$ cat config.mk
export PLATFORM = sky130hd
export DESIGN_NAME = bounded_positional_list
export DESIGN_NICKNAME = d
export VERILOG_FILES = /design/src/rtl/core/bpl_pkg.sv /design/src/rtl/core/bounded_positional_list.sv
export SDC_FILE = /design/constraint.sdc
export NUM_CORES = 1
export LEC_CHECK = 0
export ABC_AREA = 1
export BUFFER_PORTS_ARGS = -buffer_cell sky130_fd_sc_hd__buf_2
export CORE_MARGIN = 3
export CORE_UTILIZATION = 62
export CTS_CLUSTER_DIAMETER = 150
export DETAILED_ROUTE_END_ITERATION = 8
export PLACE_DENSITY = 0.79
export SLEW_MARGIN = 20
export SYNTH_ARGS = -nofsm -noshare
export SYNTH_HDL_FRONTEND = slang
export SYNTH_SLANG_ARGS = --single-unit
$ cat constraint.sdc
create_clock -name i_clk -period 5.9 [get_ports i_clk]
set_clock_uncertainty 0.2 [all_clocks]
set_input_delay 1.77 -clock i_clk [delete_from_list [all_inputs] [get_ports i_clk]]
set_output_delay 1.77 -clock i_clk [all_outputs]
set_load 0.01 [all_outputs]
$ cat src/rtl/core/bpl_pkg.sv
`default_nettype none

package bpl_pkg;

    // list capacity and derived widths
    localparam int Depth = 16;
    localparam int AddrW = (Depth > 1) ? $clog2(Depth) : 1;
    localparam int CntW  = $clog2(Depth + 1);

    // fixed port field widths
    localparam int CmdW  = 3;
    localparam int WordW = 32;
    localparam int PosW  = 8;
    localparam int StW   = 2;
    localparam int LenW  = 5;
    localparam int CmpW  = (PosW > CntW) ? PosW : CntW;

    typedef logic [CmdW-1:0]         t_cmd;
    typedef logic signed [WordW-1:0] t_word;
    typedef logic [PosW-1:0]         t_pos;
    typedef logic [StW-1:0]          t_st;
    typedef logic [LenW-1:0]         t_len;
    typedef logic [CntW-1:0]         t_cnt;
    typedef logic [AddrW-1:0]        t_addr;
    typedef logic [CmpW-1:0]         t_cmp;

    // command codes
    localparam t_cmd CmdInsFront = 3'd0;
    localparam t_cmd CmdInsPos   = 3'd1;
    localparam t_cmd CmdInsEnd   = 3'd2;
    localparam t_cmd CmdDelFront = 3'd3;
    localparam t_cmd CmdDelPos   = 3'd4;
    localparam t_cmd CmdDelEnd   = 3'd5;
    localparam t_cmd CmdClear    = 3'd6;
    localparam t_cmd CmdDump     = 3'd7;

    // status codes
    localparam t_st StOk       = 2'd0;
    localparam t_st StEmpty    = 2'd1;
    localparam t_st StNotFound = 2'd2;
    localparam t_st StFull     = 2'd3;

endpackage

`default_nettype wire

$ cat src/rtl/core/bounded_positional_list.sv
// bounded_positional_list: ordered list of up to 16 signed 32-bit values
//
// input channel: i_in_valid / o_in_ready carry one request (command, value,
// position). output channel: o_out_valid / i_out_ready carry results
// (status, item_value, length, last). every request gives one result, except
// a dump of a non-empty list, which gives one result per element, front to
// back, with last set on the final one.
//
// the entries live in a one-port-read memory with registered read data, and
// a small sequencer moves them one at a time: each element shifted by an
// insert or delete is read, then written one place over; a dump reads the
// elements in turn. an insert ends by writing the new value into the gap, a
// delete starts by reading out the removed value. the block takes one request
// at a time and o_in_ready is high only while the sequencer is idle.
//
// results sit in an output register; when the receiver stalls, the
// sequencer holds at the step that produces the next result. a new request
// is taken while a finished result still waits there.
//
// reset empties the list (count zero) and drops any pending result; the
// entry memory itself is not cleared, only written entries are ever read.

`default_nettype none

module bounded_positional_list (
    input  wire                 i_clk,
    input  wire                 i_rst_n,
    input  wire                 i_in_valid,
    output logic                o_in_ready,
    input  wire  bpl_pkg::t_cmd  i_command,
    input  wire  bpl_pkg::t_word i_value,
    input  wire  bpl_pkg::t_pos  i_position,
    output logic                o_out_valid,
    input  wire                 i_out_ready,
    output bpl_pkg::t_st         o_status,
    output bpl_pkg::t_word       o_item_value,
    output bpl_pkg::t_len        o_length,
    output logic                o_last
);

    // sequencer states
    localparam logic [3:0] S_IDLE     = 4'd0;
    localparam logic [3:0] S_INS_RD   = 4'd1;  // read entry below the gap
    localparam logic [3:0] S_INS_WR   = 4'd2;  // move it one place back
    localparam logic [3:0] S_INS_PUT  = 4'd3;  // drop new value into the gap
    localparam logic [3:0] S_DEL_RD0  = 4'd4;  // read the victim
    localparam logic [3:0] S_DEL_CAP  = 4'd5;  // capture removed value
    localparam logic [3:0] S_DEL_RD   = 4'd6;  // read the next entry
    localparam logic [3:0] S_DEL_WR   = 4'd7;  // move it one place forward
    localparam logic [3:0] S_DEL_END  = 4'd8;
    localparam logic [3:0] S_EMIT     = 4'd9;  // single result waits here
    localparam logic [3:0] S_DMP_RD   = 4'd10;
    localparam logic [3:0] S_DMP_WAIT = 4'd11;

    logic [3:0]      r_state, n_state;
    bpl_pkg::t_cnt   r_count, n_count;
    bpl_pkg::t_cnt   r_ptr, n_ptr;   // moving element index
    bpl_pkg::t_cnt   r_idx, n_idx;   // insert or delete target index
    bpl_pkg::t_word  r_val, n_val;   // value to insert
    bpl_pkg::t_st    r_st, n_st;     // status of pending single result
    bpl_pkg::t_word  r_item, n_item; // item of pending single result

    // output register
    logic            r_out_valid, n_out_valid;
    bpl_pkg::t_st    r_o_status, n_o_status;
    bpl_pkg::t_word  r_o_item, n_o_item;
    bpl_pkg::t_len   r_o_length, n_o_length;
    logic            r_o_last, n_o_last;

    // entry memory
    bpl_pkg::t_word  r_mem [bpl_pkg::Depth];
    bpl_pkg::t_word  r_rdata;
    logic            rd_en;
    bpl_pkg::t_addr  rd_addr;
    logic            wr_en;
    bpl_pkg::t_addr  wr_addr;
    bpl_pkg::t_word  wr_data;

    logic            in_acc;
    logic            out_free;
    bpl_pkg::t_cnt   ptr_inc;
    bpl_pkg::t_cnt   ptr_dec;
    bpl_pkg::t_cmp   pos_c;
    bpl_pkg::t_cmp   cnt_c;

    assign o_in_ready   = (r_state == S_IDLE);
    assign in_acc       = i_in_valid && o_in_ready;
    assign out_free     = !r_out_valid || i_out_ready;
    assign ptr_inc      = r_ptr + bpl_pkg::t_cnt'(1);
    assign ptr_dec      = r_ptr - bpl_pkg::t_cnt'(1);
    assign pos_c        = bpl_pkg::t_cmp'(i_position);
    assign cnt_c        = bpl_pkg::t_cmp'(r_count);

    assign o_out_valid  = r_out_valid;
    assign o_status     = r_o_status;
    assign o_item_value = r_o_item;
    assign o_length     = r_o_length;
    assign o_last       = r_o_last;

    always_comb begin
        n_state     = r_state;
        n_count     = r_count;
        n_ptr       = r_ptr;
        n_idx       = r_idx;
        n_val       = r_val;
        n_st        = r_st;
        n_item      = r_item;
        n_out_valid = r_out_valid && !i_out_ready;
        n_o_status  = r_o_status;
        n_o_item    = r_o_item;
        n_o_length  = r_o_length;
        n_o_last    = r_o_last;
        rd_en       = 1'b0;
        rd_addr     = r_ptr[bpl_pkg::AddrW-1:0];
        wr_en       = 1'b0;
        wr_addr     = r_ptr[bpl_pkg::AddrW-1:0];
        wr_data     = r_rdata;

        case (r_state)
            S_IDLE: begin
                if (in_acc) begin
                    n_val  = i_value;
                    n_st   = bpl_pkg::StOk;
                    n_item = '0;
                    case (i_command)
                        bpl_pkg::CmdInsFront, bpl_pkg::CmdInsPos, bpl_pkg::CmdInsEnd: begin
                            if (r_count == bpl_pkg::t_cnt'(bpl_pkg::Depth)) begin
                                n_st    = bpl_pkg::StFull;
                                n_state = S_EMIT;
                            end else begin
                                // find the gap index
                                if (i_command == bpl_pkg::CmdInsFront) begin
                                    n_idx = '0;
                                end else if (i_command == bpl_pkg::CmdInsEnd
                                             || r_count == '0) begin
                                    n_idx = r_count;
                                end else if (pos_c == '0) begin
                                    n_idx = bpl_pkg::t_cnt'(1);
                                end else if (pos_c > cnt_c) begin
                                    n_idx = r_count;
                                end else begin
                                    n_idx = bpl_pkg::t_cnt'(pos_c);
                                end
                                n_ptr   = r_count;
                                n_state = (r_count > n_idx) ? S_INS_RD : S_INS_PUT;
                            end
                        end
                        bpl_pkg::CmdDelFront, bpl_pkg::CmdDelPos, bpl_pkg::CmdDelEnd: begin
                            if (r_count == '0) begin
                                n_st    = bpl_pkg::StEmpty;
                                n_state = S_EMIT;
                            end else if (i_command == bpl_pkg::CmdDelPos
                                         && pos_c > cnt_c) begin
                                n_st    = bpl_pkg::StNotFound;
                                n_state = S_EMIT;
                            end else begin
                                if (i_command == bpl_pkg::CmdDelFront) begin
                                    n_idx = '0;
                                end else if (i_command == bpl_pkg::CmdDelEnd) begin
                                    n_idx = r_count - bpl_pkg::t_cnt'(1);
                                end else if (pos_c == '0) begin
                                    n_idx = '0;
                                end else begin
                                    n_idx = bpl_pkg::t_cnt'(pos_c - bpl_pkg::t_cmp'(1));
                                end
                                n_state = S_DEL_RD0;
                            end
                        end
                        bpl_pkg::CmdClear: begin
                            n_count = '0;
                            n_state = S_EMIT;
                        end
                        default: begin
                            // dump
                            if (r_count == '0) begin
                                n_st    = bpl_pkg::StEmpty;
                                n_state = S_EMIT;
                            end else begin
                                n_ptr   = '0;
                                n_state = S_DMP_RD;
                            end
                        end
                    endcase
                end
            end
            S_INS_RD: begin
                rd_en   = 1'b1;
                rd_addr = ptr_dec[bpl_pkg::AddrW-1:0];
                n_state = S_INS_WR;
            end
            S_INS_WR: begin
                wr_en   = 1'b1;
                n_ptr   = ptr_dec;
                n_state = (ptr_dec > r_idx) ? S_INS_RD : S_INS_PUT;
            end
            S_INS_PUT: begin
                wr_en   = 1'b1;
                wr_addr = r_idx[bpl_pkg::AddrW-1:0];
                wr_data = r_val;
                n_count = r_count + bpl_pkg::t_cnt'(1);
                n_state = S_EMIT;
            end
            S_DEL_RD0: begin
                rd_en   = 1'b1;
                rd_addr = r_idx[bpl_pkg::AddrW-1:0];
                n_ptr   = r_idx;
                n_state = S_DEL_CAP;
            end
            S_DEL_CAP: begin
                n_item  = r_rdata;
                n_state = (ptr_inc < r_count) ? S_DEL_RD : S_DEL_END;
            end
            S_DEL_RD: begin
                rd_en   = 1'b1;
                rd_addr = ptr_inc[bpl_pkg::AddrW-1:0];
                n_state = S_DEL_WR;
            end
            S_DEL_WR: begin
                wr_en   = 1'b1;
                n_ptr   = ptr_inc;
                n_state = ((ptr_inc + bpl_pkg::t_cnt'(1)) < r_count) ? S_DEL_RD : S_DEL_END;
            end
            S_DEL_END: begin
                n_count = r_count - bpl_pkg::t_cnt'(1);
                n_state = S_EMIT;
            end
            S_EMIT: begin
                if (out_free) begin
                    n_out_valid = 1'b1;
                    n_o_status  = r_st;
                    n_o_item    = r_item;
                    n_o_length  = bpl_pkg::t_len'(r_count);
                    n_o_last    = 1'b1;
                    n_state     = S_IDLE;
                end
            end
            S_DMP_RD: begin
                rd_en   = 1'b1;
                n_state = S_DMP_WAIT;
            end
            S_DMP_WAIT: begin
                // read data holds until the output register frees up
                if (out_free) begin
                    n_out_valid = 1'b1;
                    n_o_status  = bpl_pkg::StOk;
                    n_o_item    = r_rdata;
                    n_o_length  = bpl_pkg::t_len'(r_count);
                    n_o_last    = (ptr_inc == r_count);
                    n_ptr       = ptr_inc;
                    n_state     = (ptr_inc == r_count) ? S_IDLE : S_DMP_RD;
                end
            end
            default: begin
                n_state = S_IDLE;
            end
        endcase
    end

    // control state
    always_ff @(posedge i_clk) begin
        if (!i_rst_n) begin
            r_state     <= S_IDLE;
            r_count     <= '0;
            r_out_valid <= 1'b0;
        end else begin
            r_state     <= n_state;
            r_count     <= n_count;
            r_out_valid <= n_out_valid;
        end
    end

    // payload and working registers
    always_ff @(posedge i_clk) begin
        r_ptr      <= n_ptr;
        r_idx      <= n_idx;
        r_val      <= n_val;
        r_st       <= n_st;
        r_item     <= n_item;
        r_o_status <= n_o_status;
        r_o_item   <= n_o_item;
        r_o_length <= n_o_length;
        r_o_last   <= n_o_last;
    end

    // entry memory, one write and one registered read per cycle
    always_ff @(posedge i_clk) begin
        if (wr_en) begin
            r_mem[wr_addr] <= wr_data;
        end
        if (rd_en) begin
            r_rdata <= r_mem[rd_addr];
        end
    end

endmodule

`default_nettype wire
==> summary.md, run 1 <==
| Metric | Value |
|---|---|
| GPL Wtd Cong | `0.871` |
| Synth Instances | `2676` |
| CTS clk-pin slew, worst paths | `0.07 ns` |
| Hold Path Depth | `2` |
| RR Endpoint | `r_rdata[26]$_DFFE_PP_` |
| CP max-delay cell | `ha_1` |
| Final wirelength | `74900 microns` |
| Drt wl/cell | `21.9 microns` |
| Die Y | `223 microns` |
| Synthesis warning total | `0` |
| CP endpoint | `r_state[1]$_SDFFE_PN0P_` |
| P_sw | `7.80 mW` |
| Syn_area_per_cell | `10.9 sq um` |
| Clock Power Share | `0.218` |
| Critical path type | `input pin to flop` |
| Largest net degree at the start of global routing | `179` |
| Grt ovf | `0` |
| Fillcell total | `3019` |
| Final setup TNS | `0 ns` |
| Slew Viols, Final | `0` |
| Cell Pwr Density | `577 mW/mm^2` |
| Die width | `223 microns` |
| Layout cells sized above 1 | `0.105` |
| Nets | `2853` |
| Reg-to-reg startpoint | `r_ptr[0]$_DFFE_PP_` |
| Share of the synthesized area in the top cell type | `0.677` |
| Most frequent cells in the layout | `676 x nand2_1, 660 x edfxtp_1, 395 x inv_1` |
| Setup-failing EPs final | `0` |
| R2r setup slk | `2.00 ns` |
| Starting density of the core | `0.637` |
| Pre-antenna DRT Iters | `8` |
| CTS Buf Count | `67` |
| Cell family with most CP delay | `simple AND/OR/NAND/NOR gates` |
| Commonest non-fill, non-tap cell in the layout | `nand2_1` |
| Distinct cells, synth | `34` |
| Root Driver | `clkbuf_16` |
| CTS Sinks | `670` |
| First-pass GRT wire length | `114000 microns` |
| Clock period minus worst slack | `3.91 ns` |
| Worst Path Required | `6.24 ns` |
| Cells along the critical path | `buf_2 -> ha_1 -> nand2_1 -> inv_1 -> nand2_1 -> nand2_1 -> nand2_1 -> nand2_1 -> nand2_1 -> nand3_1 -> or2_2 -> nand3_1 -> ha_1 -> a21oi_1 -> o211ai_1 -> nand2_1 -> nand2_1 -> nand2_1 -> nand2_1 -> nand3_1 -> nand2_1 -> a21oi_1` |
| Post-synthesis register bit count | `670` |
| Clock buffer depth | `3` |
| Die ar. | `0.0499 sq mm` |
| Max cap viols | `0` |
| Port bufs | `88` |
| Max Fclk | `0.255 GHz` |
| Vias in the first global route | `20000` |
| FF-to-FF path depth | `11` |
| Cell internal pwr | `11.1 mW` |
| Worst skew pair latency | `0.61 ns` |
| Setup crit start kind | `input pin` |
| Switching part of the total | `0.413` |
| Fin crit share | `0.663` |
| Worst-margin pin slew | `1.03 ns` |
| Largest fanout on the critical path | `5` |
| CP most frequent cell | `nand2_1` |
| PostCTS Resize Cnt | `0` |
| Initial antenna violation count | `0` |
| WP data arrival | `4.25 ns` |
| Synth Cell Area | `0.0293 sq mm` |
| CP startpoint | `i_position[3]` |
| Core ar. | `0.0460 sq mm` |
| VDD IR max | `461 uV` |
| Buf/Inv on CP | `2` |
| Dpl cell area | `0.0306 sq mm` |
| Synth top area cells | `edfxtp_1 68%, nand2_1 8.7%, nand3_1 6.3%, inv_1 5.1%, o211ai_1 1.8%` |
| Hpwl dp | `42000 microns` |
| 1st-iter DRT viols | `2663` |
| Critical Path End Type | `flop` |
| IO Count | `89` |
| CP peak stage delay | `0.31 ns` |
| DRC Markers | `0` |
| Routed Antenna Nets | `0` |
| Area leader, netlist | `edfxtp_1` |
| Hold Slack | `0.329 ns` |
| Post-route cell area | `0.0327 sq mm` |
| Status | `completed` |
| GRT Total Usage | `0.299` |
| CTS Hold Bufs | `0` |
| Via/cell ratio | `5.99` |
| TritonCTS clock tree | `done` |
| Routed vias | `20500` |
| RSZ-0062 raised after global routing | `false` |
| Critical path depth | `22` |
| H-tree depth | `3` |
| Final hold vios | `0` |
| P_leak | `13.2 nW` |
| Comb pwr share | `0.422` |
| Setup Fix Bufs, Post-CTS | `0` |
| Register area share after synthesis | `0.684` |
| Rows | `78` |
| Worst Hold Class | `flop to flop` |
| P&R area growth vs syn | `11.8%` |
| Synthesized Nets | `2755` |
| Slew margin rel. | `0.312` |
| Reg power frac | `0.360` |
[routing by layer]
metal	share of wire	vias up	GRT usage
met5	0	-	0
met4	0.031	0	0.106
met3	0.12	206	0.0697
met2	0.47	1292	0.471
met1	0.38	9759	0.413
li1	-	9247	-
[power by group through the flow]
stage	Sequential (mW)	Clock, mW	Combinational, mW
finish	6.79	4.12	7.96
global route	6.83	4.33	8.70
CTS	6.79	4.15	7.80
detailed placement	6.87	0	7.70
global placement	6.86	0	7.41
floorplan	6.84	0	5.30
[cells in the mapped netlist (all sizes together)]
| cell | n |
|---|---|
| nand2 | 680 |
| edfxtp | 660 |
| inv | 401 |
| nand3 | 369 |
| buf | 111 |
| nor2 | 105 |
| o21ai | 82 |
| o211ai | 70 |
| nand3b | 65 |
| ha | 32 |
| a21oi | 25 |
| clkbuf | 17 |
| nand4 | 13 |
| dfxtp | 10 |
| xor2 | 8 |
| xnor2 | 5 |
| a31oi | 4 |
| o2111ai | 4 |
| o22ai | 4 |
| or2 | 3 |
| a21boi | 1 |
| a221oi | 1 |
| a22oi | 1 |
| clkinv | 1 |
| nor3b | 1 |
| o21bai | 1 |
| o2bb2ai | 1 |
| o31ai | 1 |
[stage by stage]
| stage | setup slack (ns) | utilization | power [mW] | std cells |
|---|---|---|---|---|
| 2_1_floorplan | 1.12 | - | 12.1 | 2676 |
| 3_3_place_gp | 1.47 | 0.666 | 14.3 | 3304 |
| 3_5_place_dp | 1.44 | 0.666 | 14.6 | 3304 |
| 4_1_cts | 2.03 | 0.711 | 18.7 | 3423 |
| 5_1_grt | 1.69 | 0.712 | 19.9 | 3424 |
| 6_report | 1.99 | 0.712 | 18.9 | 3425 |
[worst min-delay path by stage]
stage	start	end	slack [ns]
after CTS	r_item[25]$_SDFFCE_PN0P_	o_item_value[25]$_DFFE_PP_	0.32
after global routing	r_item[5]$_SDFFCE_PN0P_	o_item_value[5]$_DFFE_PP_	0.36
final	r_item[25]$_SDFFCE_PN0P_	o_item_value[25]$_DFFE_PP_	0.33
after floorplan	r_item[0]$_SDFFCE_PN0P_	o_item_value[0]$_DFFE_PP_	0.30
after detailed placement	r_item[24]$_SDFFCE_PN0P_	o_item_value[24]$_DFFE_PP_	0.32
after global placement	r_item[19]$_SDFFCE_PN0P_	o_item_value[19]$_DFFE_PP_	0.31
[state kept, by name, indices dropped and copies added (netlist names)]
signal,count
r_mem,512
o_item_value,32
r_item,32
r_rdata,32
r_val,32
o_length,5
r_count,5
r_idx,5
r_ptr,5
r_state,4
o_status,2
r_st,2
o_last,1
o_out_valid,1
[tightest hold or removal path, stage by stage, from the launching register on]
cell,delay [ns]
edfxtp_1,0.33
nand2_1,0.05
o21ai_0,0.06
[final cells by class]
type / count / area (sq um) / area share
multi-input combinational: 1476 / 7330 / 0.224
clock inverter: 40 / 368 / 0.0112
timing repair buffer: 157 / 1020 / 0.0310
sequential: 670 / 20000 / 0.612
tap: 600 / 751 / 0.0229
clock buffer: 79 / 1730 / 0.0529
antenna: 1 / 2.50 / 0.0000765
inverter: 402 / 1520 / 0.0463
[logic make-up after synthesis]
kind of cell    synth area share
simple gates               0.184
flops                      0.684
buf+inv                   0.0734
compound gates            0.0408
fa+ha+maj                 0.0137
xor+xnor                 0.00389
No activity file was read; power rests on OpenSTA's default activity.
==> run 2: changes to the inputs <==
- ABC_AREA: 1 -> 0
- CORE_UTILIZATION: 62 -> 56
- PLACE_DENSITY: 0.79 -> 0.76
- clock period: 5.9 -> 3.3 ns (I/O delays scaled with it)
==> run 2 against run 1 <==
The flow now finishes with violations (setup timing). Sequential power up 81%. Sequential share of layout area up 0.61 points. Area after synthesis down 4.6%. Register-to-register slack worse by 2.1 ns. Clock power up 76%. Largest cell class unchanged. Highest routed layer unchanged.
==> summary.md, run 2 <==
| Metric | Value |
|---|---|
| Status | `complete, but fails checks` |
| Failing checks | `setup timing` |
| Reg-to-reg startpoint | `r_count[1]$_SDFFE_PN0P_` |
| Root Driver | `clkbuf_16` |
| FF-to-FF path depth | `17 (+6)` |
| Layout cells sized above 1 | `0.194 (+0.0892)` |
| Cell Pwr Density | `1020 mW/mm^2 (+77%)` |
| Routed Antenna Nets | `0 (unchanged)` |
| Worst-margin pin slew | `1.08 ns (+0.0559 ns)` |
| ANT cells | `0 (-1)` |
| Dpl cell area | `0.0302 sq mm (-1.3%)` |
| Multi-input logic area | `0.00742 sq mm (+1.2%)` |
| Most frequent cell after synthesis | `edfxtp_1` |
| Worst setup margin | `-0.208 ns (-2.19 ns)` |
| Die width | `229 microns (+2.7%)` |
| Busiest grt layer | `met2` |
| Largest fanout on the critical path | `2 (-3)` |
| Routing usage on met2 | `0.417 (-0.0542)` |
| Final setup TNS | `-0.208 ns (-0.208 ns)` |
| GR Util met1 | `0.361 (-0.0521)` |
| Commonest cells post-synth | `660 x edfxtp_1, 258 x nand2_1, 152 x a21oi_1` |
| Synthesized Nets | `1987 (-28%)` |
| Worst skew pair latency | `0.61 ns (about the same)` |
| Hold path endpoint | `o_status[1]$_SDFFCE_PP0P_` |
| Register area share after synthesis | `0.717 (+0.0333)` |
| CP startpoint | `i_position[1]` |
| Nets | `2175 (-24%)` |
| GRT Total Usage | `0.260 (-0.0385)` |
| Worst Path Required | `3.60 ns (-2.64 ns)` |
| Sequential cell area | `0.0200 sq mm (about the same)` |
| Setup-failing EPs final | `1 (+1)` |
| Placed insts | `2685 (-19%)` |
| Slew margin rel. | `0.277 (-0.0357)` |
| Synth Instances | `1908 (-29%)` |
| Post-route cell area | `0.0324 sq mm (-0.99%)` |
| Die ar. | `0.0526 sq mm (+5.4%)` |
| Biggest register | `r_mem` |
| Largest net degree at the start of global routing | `72 (-60%)` |
| RSZ-0062 raised after global routing | `true` |
| Max cap viols | `0 (unchanged)` |
| CTS Hold Bufs | `0 (unchanged)` |
| Final wirelength | `68300 microns (-8.8%)` |
| Most frequent cells in the layout | `660 x edfxtp_1, 258 x nand2_1, 151 x a21oi_1` |
| Routed vias | `17500 (-15%)` |
| Pre-antenna DRT Iters | `6 (-2)` |
| Tot Pwr | `33.2 mW (+76%)` |
| Fin crit share | `1.06` |
| Synth Cell Area | `0.0279 sq mm (-4.6%)` |
| Final std cells w/o fill | `2809 (-18%)` |
| P&R area growth vs syn | `16.1%` |
| VDD IR max | `744 uV (+61%)` |
| Final core occ | `0.661 (-0.0514)` |
| Hpwl dp | `39100 microns (-7.0%)` |
| Clock period minus worst slack | `3.51 ns` |
| Final hold vios | `0 (unchanged)` |
| Ys flop type | `edfxtp_1` |
| Post-synthesis register bit count | `670 (unchanged)` |
| Syn_area_per_cell | `14.6 sq um (+34%)` |
| EDFF count, synth | `660 (unchanged)` |
| Initial antenna violation count | `0 (unchanged)` |
| Largest register FFs | `512 (unchanged)` |
| Share of the synthesized area in the top cell type | `0.710 (+0.0329)` |
| Via/cell ratio | `6.22 (+4.0%)` |
| CTS Sinks | `670 (unchanged)` |
| WP data arrival | `3.81 ns (-0.44 ns)` |
| H-tree depth | `3 (unchanged)` |
| Synth top area cells | `edfxtp_1 71%, mux2i_1 4.9%, nand2_1 3.5%, a22oi_1 2.7%, a21oi_1 2.7%` |
| IO Count | `89 (unchanged)` |
| Vias in the first global route | `17800 (-11%)` |
| P_leak | `11.7 nW (-11%)` |
| Max Fclk | `0.285 GHz` |
| Distinct cells, synth | `68 (+100%)` |
| DP Worst Slack | `-0.938 ns (-2.38 ns)` |
| Grt ovf | `0 (unchanged)` |
| Fillcell total | `3399 (+13%)` |
| Setup crit start kind | `input pin` |
| TritonCTS clock tree | `done` |
| RR Endpoint | `r_state[1]$_SDFFE_PN0P_` |
| Commonest non-fill, non-tap cell in the layout | `edfxtp_1` |
| Drt wl/cell | `24.3 microns (+11%)` |
| Rows | `81 (+3.8%)` |
| 1st-iter DRT viols | `2051 (-23%)` |
| Area leader, netlist | `edfxtp_1` |
| HP Start | `r_st[1]$_DFFE_PP_` |
| Clock buffer depth | `3 (unchanged)` |
| Async set or reset register ratio after synthesis | `0 (unchanged)` |
| GPL Wtd Cong | `0.877 (+0.68%)` |
| Starting density of the core | `0.569 (-0.0678)` |
| Slew Viols, Final | `0 (unchanged)` |
| CTS Buf Count | `69 (+3.0%)` |
| Critical Path End Type | `flop` |
| Routing usage on met3 | `0.0408 (-0.0289)` |
| First-pass GRT wire length | `104000 microns (-8.3%)` |
| Synthesis warning total | `0 (unchanged)` |
| CTS clk-pin slew, worst paths | `0.06 ns (about the same)` |
| Critical path type | `input pin to flop` |
| Worst Hold Class | `flop to flop` |
| Die Y | `229 microns (+2.7%)` |
| DRC Markers | `0 (unchanged)` |
| Hold Path Depth | `1 (-1)` |
| R2r setup slk | `-0.09 ns (-2.09 ns)` |
| Hold Slack | `0.317 ns (-0.0122 ns)` |
| Port bufs | `88 (unchanged)` |
| Core ar. | `0.0491 sq mm (+6.7%)` |
-- run 2: critical path: stages --
cell and delay, ns:
buf_2 0.12, ha_4 0.23, nor2b_1 0.13, o21a_1 0.20, o21ai_2 0.14, a21oi_2 0.10
nor4b_4 0.26, mux2i_1 0.28, or2_1 0.19, ha_4 0.21, nor2b_1 0.12, o21ai_1 0.11
nand2b_1 0.08, a211oi_2 0.19, a311o_1 0.15, a21oi_1 0.06, o32ai_1 0.23
-- run 2: cell type report --
class                      count  area share
sequential                   670       0.618
clock buffer                  82      0.0561
tap                          664      0.0256
timing repair buffer         239      0.0594
clock inverter                38     0.00873
multi-input combinational   1087       0.229
inverter                      29     0.00347
-- run 2: metal layers --
layer	part of all wire	vias to the layer above
met1	0.40	8637
li1	-	7786
met2	0.48	905
met4	0.035	0
met3	0.088	157
met5	0	-
-- run 2: cell families (layout without fill, tap and decap cells) --
family	count (synthesis)	count (layout)	synth area share
multiplexers	169	169	0.0620
AO/OA/AOI/OAI	405	405	0.0998
AND/OR/NAND/NOR	463	465	0.0749
XOR/XNOR	16	16	0.00502
buffers and inverters	153	388	0.0268
flip-flops	670	670	0.717
adder cells (fa/ha/maj)	32	32	0.0143
-- run 2: worst max-delay path by stage --
stage	slack, ns	to	depth (start not counted)
2_1_floorplan	-0.71	r_state[1]$_SDFFE_PN0P_	16
3_3_place_gp	-0.87	r_state[1]$_SDFFE_PN0P_	17
3_5_place_dp	-0.94	r_state[1]$_SDFFE_PN0P_	17
4_1_cts	-0.14	r_state[1]$_SDFFE_PN0P_	17
5_1_grt	-0.34	r_state[1]$_SDFFE_PN0P_	17
6_report	-0.21	r_state[1]$_SDFFE_PN0P_	17
-- run 2: timing repair --
item | 4_1_cts | 5_1_grt
pin swaps | 3 | 2
buffers inserted | 0 | 2
gates resized for setup | 9 | 6
endpoints found under the hold margin | 0 | 0
cloned | 1 | 1
setup endpoints to repair | 15 | 35
-- run 2: power breakdown --
group / switching, mW / internal, mW
logic: 8.60 / 5.04
clock network: 3.14 / 4.11
registers: 0.462 / 11.8
total: 12.2 / 21.0
